--- src/hw/rtl/bru_pkg.sv ---
`timescale 1ns / 1ps
`default_nettype none

package bru_pkg;

    // instruction forms
    typedef logic [3:0] mode_t;
    localparam mode_t MODE_JMP_REL  = 4'd0;
    localparam mode_t MODE_JMP_REG  = 4'd1;
    localparam mode_t MODE_JMP_MEM  = 4'd2;
    localparam mode_t MODE_JCC      = 4'd3;
    localparam mode_t MODE_CALL_REL = 4'd4;
    localparam mode_t MODE_CALL_REG = 4'd5;
    localparam mode_t MODE_CALL_MEM = 4'd6;
    localparam mode_t MODE_RET      = 4'd7;
    localparam mode_t MODE_LOOP     = 4'd8;
    localparam mode_t MODE_LOOPE    = 4'd9;
    localparam mode_t MODE_LOOPNE   = 4'd10;
    localparam mode_t MODE_JCXZ     = 4'd11;

    // condition groups, selected by the upper three bits of the condition nibble
    localparam logic [2:0] CC_O  = 3'd0;
    localparam logic [2:0] CC_B  = 3'd1;
    localparam logic [2:0] CC_E  = 3'd2;
    localparam logic [2:0] CC_BE = 3'd3;
    localparam logic [2:0] CC_S  = 3'd4;
    localparam logic [2:0] CC_P  = 3'd5;
    localparam logic [2:0] CC_L  = 3'd6;
    localparam logic [2:0] CC_LE = 3'd7;

    // flag bit positions
    localparam int FLAG_CF = 0;
    localparam int FLAG_PF = 1;
    localparam int FLAG_ZF = 2;
    localparam int FLAG_SF = 3;
    localparam int FLAG_OF = 4;

    // stack slot size and return pop mask
    localparam logic [63:0] SLOT_BYTES   = 64'd8;
    localparam logic [15:0] RET_POP_MASK = 16'hFFFF;

    // beat after the address stage
    typedef struct packed {
        mode_t       mode;
        logic [63:0] insn_addr;
        logic [63:0] fall;
        logic [63:0] disp_ext;
        logic [63:0] reg_value;
        logic [63:0] mem_value;
        logic        mem_ok;
        logic        cond_hit;
        logic        zf;
        logic        count_zero;
        logic [63:0] count_reg;
        logic [63:0] count_dec;
        logic [63:0] stack_ptr;
        logic [63:0] sp_push;
        logic [63:0] sp_pop;
    } s1_t;

    // beat after the target stage
    typedef struct packed {
        mode_t       mode;
        logic [63:0] insn_addr;
        logic [63:0] fall;
        logic [63:0] rel;
        logic [63:0] reg_value;
        logic [63:0] mem_value;
        logic        mem_ok;
        logic        take_cond;
        logic [63:0] count_reg;
        logic [63:0] count_dec;
        logic [63:0] stack_ptr;
        logic [63:0] sp_push;
        logic [63:0] sp_pop;
    } s2_t;

    // resolved result
    typedef struct packed {
        logic [63:0] next_addr;
        logic        taken;
        logic [63:0] new_count;
        logic [63:0] new_stack_ptr;
        logic        push_valid;
        logic [63:0] push_data;
        logic        fault;
    } res_t;

    // jcc condition evaluation
    function automatic logic cond_true(input logic [3:0] cc, input logic [4:0] fl);
        logic r;
        r = 1'b0;
        case (cc[3:1])
            CC_O:    r = fl[FLAG_OF];
            CC_B:    r = fl[FLAG_CF];
            CC_E:    r = fl[FLAG_ZF];
            CC_BE:   r = fl[FLAG_CF] | fl[FLAG_ZF];
            CC_S:    r = fl[FLAG_SF];
            CC_P:    r = fl[FLAG_PF];
            CC_L:    r = fl[FLAG_SF] ^ fl[FLAG_OF];
            CC_LE:   r = fl[FLAG_ZF] | (fl[FLAG_SF] ^ fl[FLAG_OF]);
            default: r = 1'b0;
        endcase
        return cc[0] ? ~r : r;
    endfunction

endpackage

`default_nettype wire

--- src/hw/rtl/bru_decode.sv ---
`timescale 1ns / 1ps
`default_nettype none

module bru_decode (
    input  wire                clk,
    input  wire                rst_n,
    input  wire                in_valid,
    output logic               in_ready,
    input  wire  [3:0]         mode,
    input  wire  [63:0]        insn_addr,
    input  wire  [3:0]         insn_len,
    input  wire  signed [31:0] displacement,
    input  wire  [63:0]        reg_value,
    input  wire  [63:0]        mem_value,
    input  wire                mem_ok,
    input  wire  [3:0]         cond_code,
    input  wire  [4:0]         flags_in,
    input  wire  [63:0]        count_reg,
    input  wire  [63:0]        stack_ptr,
    output logic               s1_valid,
    input  wire                s1_ready,
    output bru_pkg::s1_t       s1
);
    import bru_pkg::*;

    logic valid_reg;
    s1_t  data_reg;
    s1_t  data_next;

    // fall-through, sign extension, condition evaluation, count and stack arithmetic
    always_comb
    begin
        data_next.mode       = mode;
        data_next.insn_addr  = insn_addr;
        data_next.fall       = insn_addr + {60'd0, insn_len};
        data_next.disp_ext   = {{32{displacement[31]}}, displacement};
        data_next.reg_value  = reg_value;
        data_next.mem_value  = mem_value;
        data_next.mem_ok     = mem_ok;
        data_next.cond_hit   = cond_true(cond_code, flags_in);
        data_next.zf         = flags_in[FLAG_ZF];
        data_next.count_zero = (count_reg == 64'd0);
        data_next.count_reg  = count_reg;
        data_next.count_dec  = count_reg - 64'd1;
        data_next.stack_ptr  = stack_ptr;
        data_next.sp_push    = stack_ptr - SLOT_BYTES;
        data_next.sp_pop     = stack_ptr + SLOT_BYTES
                             + {48'd0, displacement[15:0] & RET_POP_MASK};
    end

    assign in_ready = ~valid_reg | s1_ready;

    // stage valid
    always_ff @(posedge clk or negedge rst_n)
    begin
        if (!rst_n)
        begin
            valid_reg <= 1'b0;
        end
        else if (in_ready)
        begin
            valid_reg <= in_valid;
        end
    end

    // stage payload
    always_ff @(posedge clk)
    begin
        if (in_valid && in_ready)
        begin
            data_reg <= data_next;
        end
    end

    assign s1_valid = valid_reg;
    assign s1       = data_reg;

endmodule

`default_nettype wire

--- src/hw/rtl/bru_target.sv ---
`timescale 1ns / 1ps
`default_nettype none

module bru_target (
    input  wire          clk,
    input  wire          rst_n,
    input  wire          s1_valid,
    output logic         s1_ready,
    input  wire  bru_pkg::s1_t s1,
    output logic         s2_valid,
    input  wire          s2_ready,
    output bru_pkg::s2_t s2
);
    import bru_pkg::*;

    logic valid_reg;
    s2_t  data_reg;
    s2_t  data_next;
    logic dec_nz;

    // relative target and branch condition per form
    always_comb
    begin
        dec_nz               = (s1.count_dec != 64'd0);
        data_next.mode       = s1.mode;
        data_next.insn_addr  = s1.insn_addr;
        data_next.fall       = s1.fall;
        data_next.rel        = s1.fall + s1.disp_ext;
        data_next.reg_value  = s1.reg_value;
        data_next.mem_value  = s1.mem_value;
        data_next.mem_ok     = s1.mem_ok;
        data_next.count_reg  = s1.count_reg;
        data_next.count_dec  = s1.count_dec;
        data_next.stack_ptr  = s1.stack_ptr;
        data_next.sp_push    = s1.sp_push;
        data_next.sp_pop     = s1.sp_pop;
        case (s1.mode)
            MODE_JCC:    data_next.take_cond = s1.cond_hit;
            MODE_LOOP:   data_next.take_cond = dec_nz;
            MODE_LOOPE:  data_next.take_cond = dec_nz & s1.zf;
            MODE_LOOPNE: data_next.take_cond = dec_nz & ~s1.zf;
            MODE_JCXZ:   data_next.take_cond = s1.count_zero;
            default:     data_next.take_cond = 1'b0;
        endcase
    end

    assign s1_ready = ~valid_reg | s2_ready;

    // stage valid
    always_ff @(posedge clk or negedge rst_n)
    begin
        if (!rst_n)
        begin
            valid_reg <= 1'b0;
        end
        else if (s1_ready)
        begin
            valid_reg <= s1_valid;
        end
    end

    // stage payload
    always_ff @(posedge clk)
    begin
        if (s1_valid && s1_ready)
        begin
            data_reg <= data_next;
        end
    end

    assign s2_valid = valid_reg;
    assign s2       = data_reg;

endmodule

`default_nettype wire

--- src/hw/rtl/bru_resolve.sv ---
`timescale 1ns / 1ps
`default_nettype none

module bru_resolve (
    input  wire           clk,
    input  wire           rst_n,
    input  wire           s2_valid,
    output logic          s2_ready,
    input  wire  bru_pkg::s2_t s2,
    output logic          res_valid,
    input  wire           res_ready,
    output bru_pkg::res_t res
);
    import bru_pkg::*;

    logic valid_reg;
    res_t data_reg;
    res_t data_next;

    // final selection of target, registers and fault
    always_comb
    begin
        data_next.next_addr     = s2.fall;
        data_next.taken         = 1'b0;
        data_next.new_count     = s2.count_reg;
        data_next.new_stack_ptr = s2.stack_ptr;
        data_next.push_valid    = 1'b0;
        data_next.push_data     = 64'd0;
        data_next.fault         = 1'b0;
        case (s2.mode)
            MODE_JMP_REL:
            begin
                data_next.next_addr = s2.rel;
                data_next.taken     = 1'b1;
            end
            MODE_JMP_REG:
            begin
                data_next.next_addr = s2.reg_value;
                data_next.taken     = 1'b1;
            end
            MODE_JMP_MEM:
            begin
                if (s2.mem_ok)
                begin
                    data_next.next_addr = s2.mem_value;
                    data_next.taken     = 1'b1;
                end
                else
                begin
                    data_next.fault = 1'b1;
                end
            end
            MODE_CALL_REL, MODE_CALL_REG, MODE_CALL_MEM:
            begin
                if (s2.mem_ok)
                begin
                    data_next.new_stack_ptr = s2.sp_push;
                    data_next.push_valid    = 1'b1;
                    data_next.push_data     = s2.fall;
                    data_next.taken         = 1'b1;
                    if (s2.mode == MODE_CALL_REL)
                    begin
                        data_next.next_addr = s2.rel;
                    end
                    else if (s2.mode == MODE_CALL_REG)
                    begin
                        data_next.next_addr = s2.reg_value;
                    end
                    else
                    begin
                        data_next.next_addr = s2.mem_value;
                    end
                end
                else
                begin
                    data_next.fault = 1'b1;
                end
            end
            MODE_RET:
            begin
                if (s2.mem_ok)
                begin
                    data_next.new_stack_ptr = s2.sp_pop;
                    data_next.next_addr     = s2.mem_value;
                    data_next.taken         = 1'b1;
                end
                else
                begin
                    data_next.fault = 1'b1;
                end
            end
            MODE_LOOP, MODE_LOOPE, MODE_LOOPNE:
            begin
                data_next.new_count = s2.count_dec;
                if (s2.take_cond)
                begin
                    data_next.next_addr = s2.rel;
                    data_next.taken     = 1'b1;
                end
            end
            MODE_JCC, MODE_JCXZ:
            begin
                if (s2.take_cond)
                begin
                    data_next.next_addr = s2.rel;
                    data_next.taken     = 1'b1;
                end
            end
            default:
            begin
                data_next.taken = 1'b0;
            end
        endcase
        // a faulting instruction points back at itself
        if (data_next.fault)
        begin
            data_next.next_addr = s2.insn_addr;
        end
    end

    assign s2_ready = ~valid_reg | res_ready;

    // output valid
    always_ff @(posedge clk or negedge rst_n)
    begin
        if (!rst_n)
        begin
            valid_reg <= 1'b0;
        end
        else if (s2_ready)
        begin
            valid_reg <= s2_valid;
        end
    end

    // output payload
    always_ff @(posedge clk)
    begin
        if (s2_valid && s2_ready)
        begin
            data_reg <= data_next;
        end
    end

    assign res_valid = valid_reg;
    assign res       = data_reg;

endmodule

`default_nettype wire

--- src/hw/rtl/x86_branch_resolve_unit.sv ---
// branch resolve unit: one control-flow instruction per beat
// pipeline: address, target and resolve stages in that order, each registering its beat
// throughput: one beat per cycle; each stage holds its beat while the next is full
// reset: rst_n asynchronous, active low, clears all stage valid bits
`timescale 1ns / 1ps
`default_nettype none

module x86_branch_resolve_unit (
    input  wire                clk,
    input  wire                rst_n,
    input  wire                in_valid,
    output logic               in_ready,
    input  wire  [3:0]         mode,
    input  wire  [63:0]        insn_addr,
    input  wire  [3:0]         insn_len,
    input  wire  signed [31:0] displacement,
    input  wire  [63:0]        reg_value,
    input  wire  [63:0]        mem_value,
    input  wire                mem_ok,
    input  wire  [3:0]         cond_code,
    input  wire  [4:0]         flags_in,
    input  wire  [63:0]        count_reg,
    input  wire  [63:0]        stack_ptr,
    output logic               out_valid,
    input  wire                out_ready,
    output logic [63:0]        next_addr,
    output logic               taken,
    output logic [63:0]        new_count,
    output logic [63:0]        new_stack_ptr,
    output logic               push_valid,
    output logic [63:0]        push_data,
    output logic               fault
);
    import bru_pkg::*;

    logic s1_valid;
    logic s1_ready;
    s1_t  s1;
    logic s2_valid;
    logic s2_ready;
    s2_t  s2;
    res_t res;

    // address stage
    bru_decode u_decode (
        .clk          (clk),
        .rst_n        (rst_n),
        .in_valid     (in_valid),
        .in_ready     (in_ready),
        .mode         (mode),
        .insn_addr    (insn_addr),
        .insn_len     (insn_len),
        .displacement (displacement),
        .reg_value    (reg_value),
        .mem_value    (mem_value),
        .mem_ok       (mem_ok),
        .cond_code    (cond_code),
        .flags_in     (flags_in),
        .count_reg    (count_reg),
        .stack_ptr    (stack_ptr),
        .s1_valid     (s1_valid),
        .s1_ready     (s1_ready),
        .s1           (s1)
    );

    // target stage
    bru_target u_target (
        .clk      (clk),
        .rst_n    (rst_n),
        .s1_valid (s1_valid),
        .s1_ready (s1_ready),
        .s1       (s1),
        .s2_valid (s2_valid),
        .s2_ready (s2_ready),
        .s2       (s2)
    );

    // resolve stage
    bru_resolve u_resolve (
        .clk       (clk),
        .rst_n     (rst_n),
        .s2_valid  (s2_valid),
        .s2_ready  (s2_ready),
        .s2        (s2),
        .res_valid (out_valid),
        .res_ready (out_ready),
        .res       (res)
    );

    assign next_addr     = res.next_addr;
    assign taken         = res.taken;
    assign new_count     = res.new_count;
    assign new_stack_ptr = res.new_stack_ptr;
    assign push_valid    = res.push_valid;
    assign push_data     = res.push_data;
    assign fault         = res.fault;

    // a fault never transfers control or pushes
    a_fault_quiet: assert property (@(posedge clk) disable iff (!rst_n)
        out_valid && fault |-> !taken && !push_valid && push_data == 64'd0)
        else $error("fault beat with side effects");

    // a push only comes with a taken, non-faulting call
    a_push_taken: assert property (@(posedge clk) disable iff (!rst_n)
        out_valid && push_valid |-> taken && !fault)
        else $error("push without taken call");

    // push data is zero whenever nothing is pushed
    a_push_zero: assert property (@(posedge clk) disable iff (!rst_n)
        out_valid && !push_valid |-> push_data == 64'd0)
        else $error("push data without push");

    // a stalled target stage never loses its beat
    a_stall_hold: assert property (@(posedge clk) disable iff (!rst_n)
        s2_valid && !s2_ready |=> s2_valid)
        else $error("target stage dropped a beat");

endmodule

`default_nettype wire
--- config.mk ---
export PLATFORM = sky130hd
export DESIGN_NAME = x86_branch_resolve_unit
export DESIGN_NICKNAME = d
export VERILOG_FILES = /design/src/hw/rtl/bru_pkg.sv /design/src/hw/rtl/bru_decode.sv /design/src/hw/rtl/bru_target.sv /design/src/hw/rtl/bru_resolve.sv /design/src/hw/rtl/x86_branch_resolve_unit.sv
export SDC_FILE = /design/constraint.sdc
export NUM_CORES = 2
export LEC_CHECK = 0
export BUFFER_PORTS_ARGS = -buffer_cell sky130_fd_sc_hd__buf_2
export CAP_MARGIN = 20
export CORE_MARGIN = 1.5
export CORE_UTILIZATION = 25
export CTS_CLUSTER_SIZE = 16
export DETAILED_ROUTE_END_ITERATION = 6
export PLACE_DENSITY = 0.43
export SLEW_MARGIN = 20
export SYNTH_ARGS = -nofsm -noshare
export SYNTH_HDL_FRONTEND = slang
export SYNTH_SLANG_ARGS = --single-unit
--- constraint.sdc ---
create_clock -name clk -period 17 [get_ports clk]
set_clock_uncertainty 0.05 [all_clocks]
set_input_delay 3.4 -clock clk [delete_from_list [all_inputs] [get_ports clk]]
set_output_delay 3.4 -clock clk [all_outputs]
set_load 0.005 [all_outputs]
After elaboration in Yosys (flattened, before gate mapping)
Index checks and enable logic that the tools add are counted.

operators by class
  muxes and demuxes = 17
  add/sub/neg operators = 6
  reductions and logical operators = 14
  bitwise gates (word level) = 13
  eq/ne operators = 23

operators by type and width
  cell                   count
  $mux 64                5
  $pmux 64 s5            1
  $mux 65                3
  $mux 129               1
  $pmux 64 s2            1
  $add 64x16->64         1
  $add 64x4->64          1
  $add 64x4->64 const B  1
  $add 64x64->64         1
  $logic_not 64->1       1
  $reduce_bool 64->1     1
  $sub 64x1->64 const B  1
  $sub 64x4->64 const B  1
  $eq 4x4->1 const B     8
  $eq 4x3->1 const B     4
  $eq 3x3->1 const B     4
  $eq 4x2->1 const B     3
  $reduce_or 5->1        2
  $pmux 1 s8             1
  $eq 3x2->1 const B     2
  $reduce_or 3->1        2
  $not 1->1              5
  $or 1x1->1             5
  $pmux 1 s5             1
  other kinds (11)       17

storage, ports and cells
  register bits = 1524
  output and inout bits = 261
  input port bits = 374
  logic and storage cells = 111

Depth between registers and ports, before layout
  word-level depth = 6
  mapped depth = 13

Hierarchy
A second synthesis with hierarchy kept.

second synthesis, totals
  cells, all modules = 3902
  area, all modules = 61298.8 µm²

by module, submodules not included
  module       cells each  area each (µm²)  sequential area each (µm²)  instances
  bru_decode   1511        24417.2          18432.7                     1
  bru_target   1260        23521.3          19423.6                     1
  bru_resolve  1131        13360.3          7802.5                      1

Least setup slack after synthesis
OpenSTA, ideal clock, no wires.

  path kind = input to register
  start = in out_ready
  end = reg u_target.data_reg, in the netlist u_target.s2[0] (enable)
  arrival = 17.924 ns
  stages = 3
  setup slack = -2.066 ns
  path through = nor2b_1 > nand2_1 > and2_1

on the way
  longest elaborated chain between the ends = 3

RTL lines
  element                 RTL line                       text
  start: declaration      x86_branch_resolve_unit.sv:25  input wire out_ready,
  $or 1x1->1              bru_resolve.sv:121             assign s2_ready = ~valid_reg | res_ready;
  $or 1x1->1              bru_target.sv:47               assign s1_ready = ~valid_reg | s2_ready;
  $logic_and 1x1->1       bru_target.sv:65               if (s1_valid && s1_ready)
  end signal: assignment  bru_target.sv:67               data_reg <= data_next;
  end: declaration        bru_target.sv:17               s2_t data_reg;

No other way between the ends.
A chain may end at the register's enable or synchronous reset.

Final worst setup path
  start = in out_ready
  end = out in_ready

on the way
  longest elaborated chain between the ends = 3

RTL lines
  element           RTL line                       text
  $or 1x1->1        bru_resolve.sv:121
  $or 1x1->1        bru_target.sv:47
  $or 1x1->1        bru_decode.sv:51               assign in_ready = ~valid_reg | s1_ready;
  end: declaration  x86_branch_resolve_unit.sv:12  output logic in_ready,

No other way between the ends.

==> impl_results.md <==
* Final Wtd Congestion at 0.809
* Buffers added on ports at 634
* HPWL Detailed at 141000 um
* PostCTS Resize Cnt at 0
* Vias in the first global route at 36400
* Post-CTS setup buffer count at 0
* Rows at roughly 180
* Top FF cell, synth: edfxtp_1
* Hold-fix buffers at CTS at 0
* Sequential share of the synthesized area at 0.744
* CTS root buf: clkbuf_16
* Setup slack, reg-to-reg at ~12000 ps
* Initial Utilization at 0.252
* Most frequent cells after synthesis: edfxtp_1, nand2_1, o21ai_0, a21oi_1, nor2_1
* Placed cell areas at 68400 sq um
* Final Max Tran Viols at 0
* Gr usage total at 0.154
* Layout cells sized above 1 at 0.219
* Hold-critical path depth at 0
* Clock Latency Late Sink at 820 ps
* # setup viols final at 0
* WS Path Type: in2out
* Leak pwr at between 20 and 30 nW
* Post-Syn Area at 61200 sq um
* Mapped Cells at between 3000 and 4000
* Hold crit path type: reg2reg
* Core area at 243000 sq um
* Clk buf depth at 3
* Synth Warn # at 0
* FF+latch count, synth at 1518
* Clock power share at 0.398
* Post-layout instance area at 74100 sq um
* EDFF count, synth at 1515
* Area of the multi-input gates at approximately 15000 sq um
* Routed length per instance at 24.5 um
* Routed vias at about 37000
* R2R depth at 9
* Hold endpoint: u_target.s2[597]$_DFFE_PP_
* Average size of a mapped cell at 15.4 sq um
* WL final at 197000 um
* Outcome: finished clean
* Syn_nets at 4458
* Critical Path AT at 3920 ps
* Int Power at 0.00711 W
* Max Fclk at 136 MHz
* Die W at between 400 and 500 um
* Worst hold path startpoint: u_decode.s1[599]$_DFFE_PP_
* Total power at 0.00954 W
* Clock-pin slew on the worst setup and hold paths at 60 ps
* Synth area leader: edfxtp_1
* DIE AREA at roughly 250000 sq um
* Fillers at 24300
* Clock tree from TritonCTS: built
* R2r startpoint: u_target.s2[642]$_DFFE_PP_
* Nets at 5170
* Fin crit share at 0.434
* Worst-margin pin slew at 1110 ps
* DRT iter0 DRCs at 2795
* Syn-to-layout area delta at 21.0%
* Register area at between 40000 and 50000 sq um
* Clock sink count at roughly 1500
* H-tree depth at 4
* GR Overflow Total at 0
* Top-count cell post-synth: edfxtp_1
* Post-layout min period at 7370 ps
* Pwr Density at 129 nW/um^2
* Rel. slew slack at 0.257
* Post-DR vias/cell at roughly 4.6
* Antenna Violating Nets Remaining at 0
* Antenna violations before repair at 65
* Largest cells by area after synthesis: edfxtp_1, xnor2_1, mux2i_1
* Part of the power in registers at 0.498
* First-pass GRT wire length at 274000 um
* Setup TNS at 0 ps
* TritonCTS Buffers at 174
* CP required at 13550 ps
* Final hold viol count at 0
* Peak VDD IR at 97.8 uV
* IO Pins at 635
* Sw Ratio at 0.255
* Largest net degree at the start of global routing at 146
* CP Max Fanout at 3
* Drt drc at 0
* Crit end category: output port
* Setup crit start kind: primary input
* Comb pwr share at 0.103
* NetSw at 0.00244 W
* Max_cap viols at 0
* Die Span Y at 498 um
* Async SR Flop Fraction at 0.00198
* Synth cell types at 73
* Reg2reg end: u_resolve.res[220]$_DFFE_PP_
* RSZ-0062 raised after global routing: false
* Synth top area share at 0.743
* Drt first pass iters at 5
## routing by layer
layer,up-vias,global-route usage,routed length [um]
met5,-,0,228
met4,38,0.0419,4730
met3,320,0.0299,10800
met2,1242,0.254,93900
met1,18500,0.206,87800
li1,16600,-,-
## cell usage in the layout (no fill, tap or decap), types with 9 or more instances in the layout
cell	n
nand2b_1	19
mux2i_1	137
and2_1	74
bufinv_16	18
nor2b_1	14
a22oi_1	11
buf_2	635
nor4_1	37
o21ai_0	222
nor3_1	61
a221oi_1	71
nor2_1	212
or4_1	10
clkinv_2	43
inv_1	41
and3_1	37
a21oi_1	221
a31oi_1	15
and4_1	13
o22ai_1	11
xor2_1	123
or2_2	9
nand4_1	43
clkbuf_16	177
buf_4	51
or3_1	27
clkbuf_1	31
diode_2	11
ha_1	102
xnor2_1	171
o21a_1	10
o31ai_1	14
o21bai_1	22
clkinv_1	29
mux2_2	69
nand2_1	318
edfxtp_1	1515
nand3_1	66
a21o_1	40
## how the worst max path moves through the flow
stage | from | slack [ps] | to | cells after the start
6_report | out_ready | 9630 | in_ready | 4
4_1_cts | out_ready | 9630 | in_ready | 4
5_1_grt | out_ready | 9570 | in_ready | 4
3_5_place_dp | out_ready | 9600 | u_target.s2[54]$_DFFE_PP_ | 7
2_1_floorplan | out_ready | 5150 | u_target.s2[0]$_DFFE_PP_ | 3
3_3_place_gp | count_reg[0] | 9360 | u_decode.s1[251]$_DFFE_PP_ | 10
## flip-flops by register name (all words and copies together), names as in the netlist
name,count
u_resolve.res,259
u_decode.s1,613
u_resolve.res_valid,1
u_target.s2_valid,1
u_target.s2,643
u_decode.s1_valid,1
## critical path: stages
cell and delay, ps:
buf_2 100, nor2b_1 140, nand3_1 130, buf_2 150
## layout make-up
type,instances,share of cell area
Sequential cell,1518,0.615
Clock inverter,115,0.0164
Inverter,43,0.00218
Timing Repair Buffer,688,0.0486
Multi-Input combinational cell,2266,0.203
Clock buffer,208,0.0613
Antenna cell,11,0.000371
Tap cell,3202,0.0540
## through the flow
stage	utilization	hold slack (ps)	instances	worst slack, ps
2_1_floorplan	-	350	3979	5150
3_3_place_gp	0.281	350	7716	9360
3_5_place_dp	0.281	355	7717	9600
4_1_cts	0.304	325	8040	9630
5_1_grt	0.304	330	8045	9570
6_report	0.305	330	8051	9630
## power groups by stage
stage	registers (W)	logic [W]	clock network, W
CTS	0.00476	0.00101	0.00392
global route	0.00479	0.00108	0.00405
detailed placement	0.00484	0.00101	0
finish	0.00476	0.000988	0.00380
global placement	0.00484	0.00100	0
floorplan	0.00484	0.000535	0
## logic make-up after synthesis
kind of cell             synth area share
flip-flops                          0.744
AND/OR/NAND/NOR                    0.0778
XOR/XNOR                           0.0423
buffers and inverters              0.0122
AO/OA/AOI/OAI                      0.0668
multiplexers                       0.0351
adder cells (fa/ha/maj)            0.0218
No activity file was read; power rests on OpenSTA's default activity.
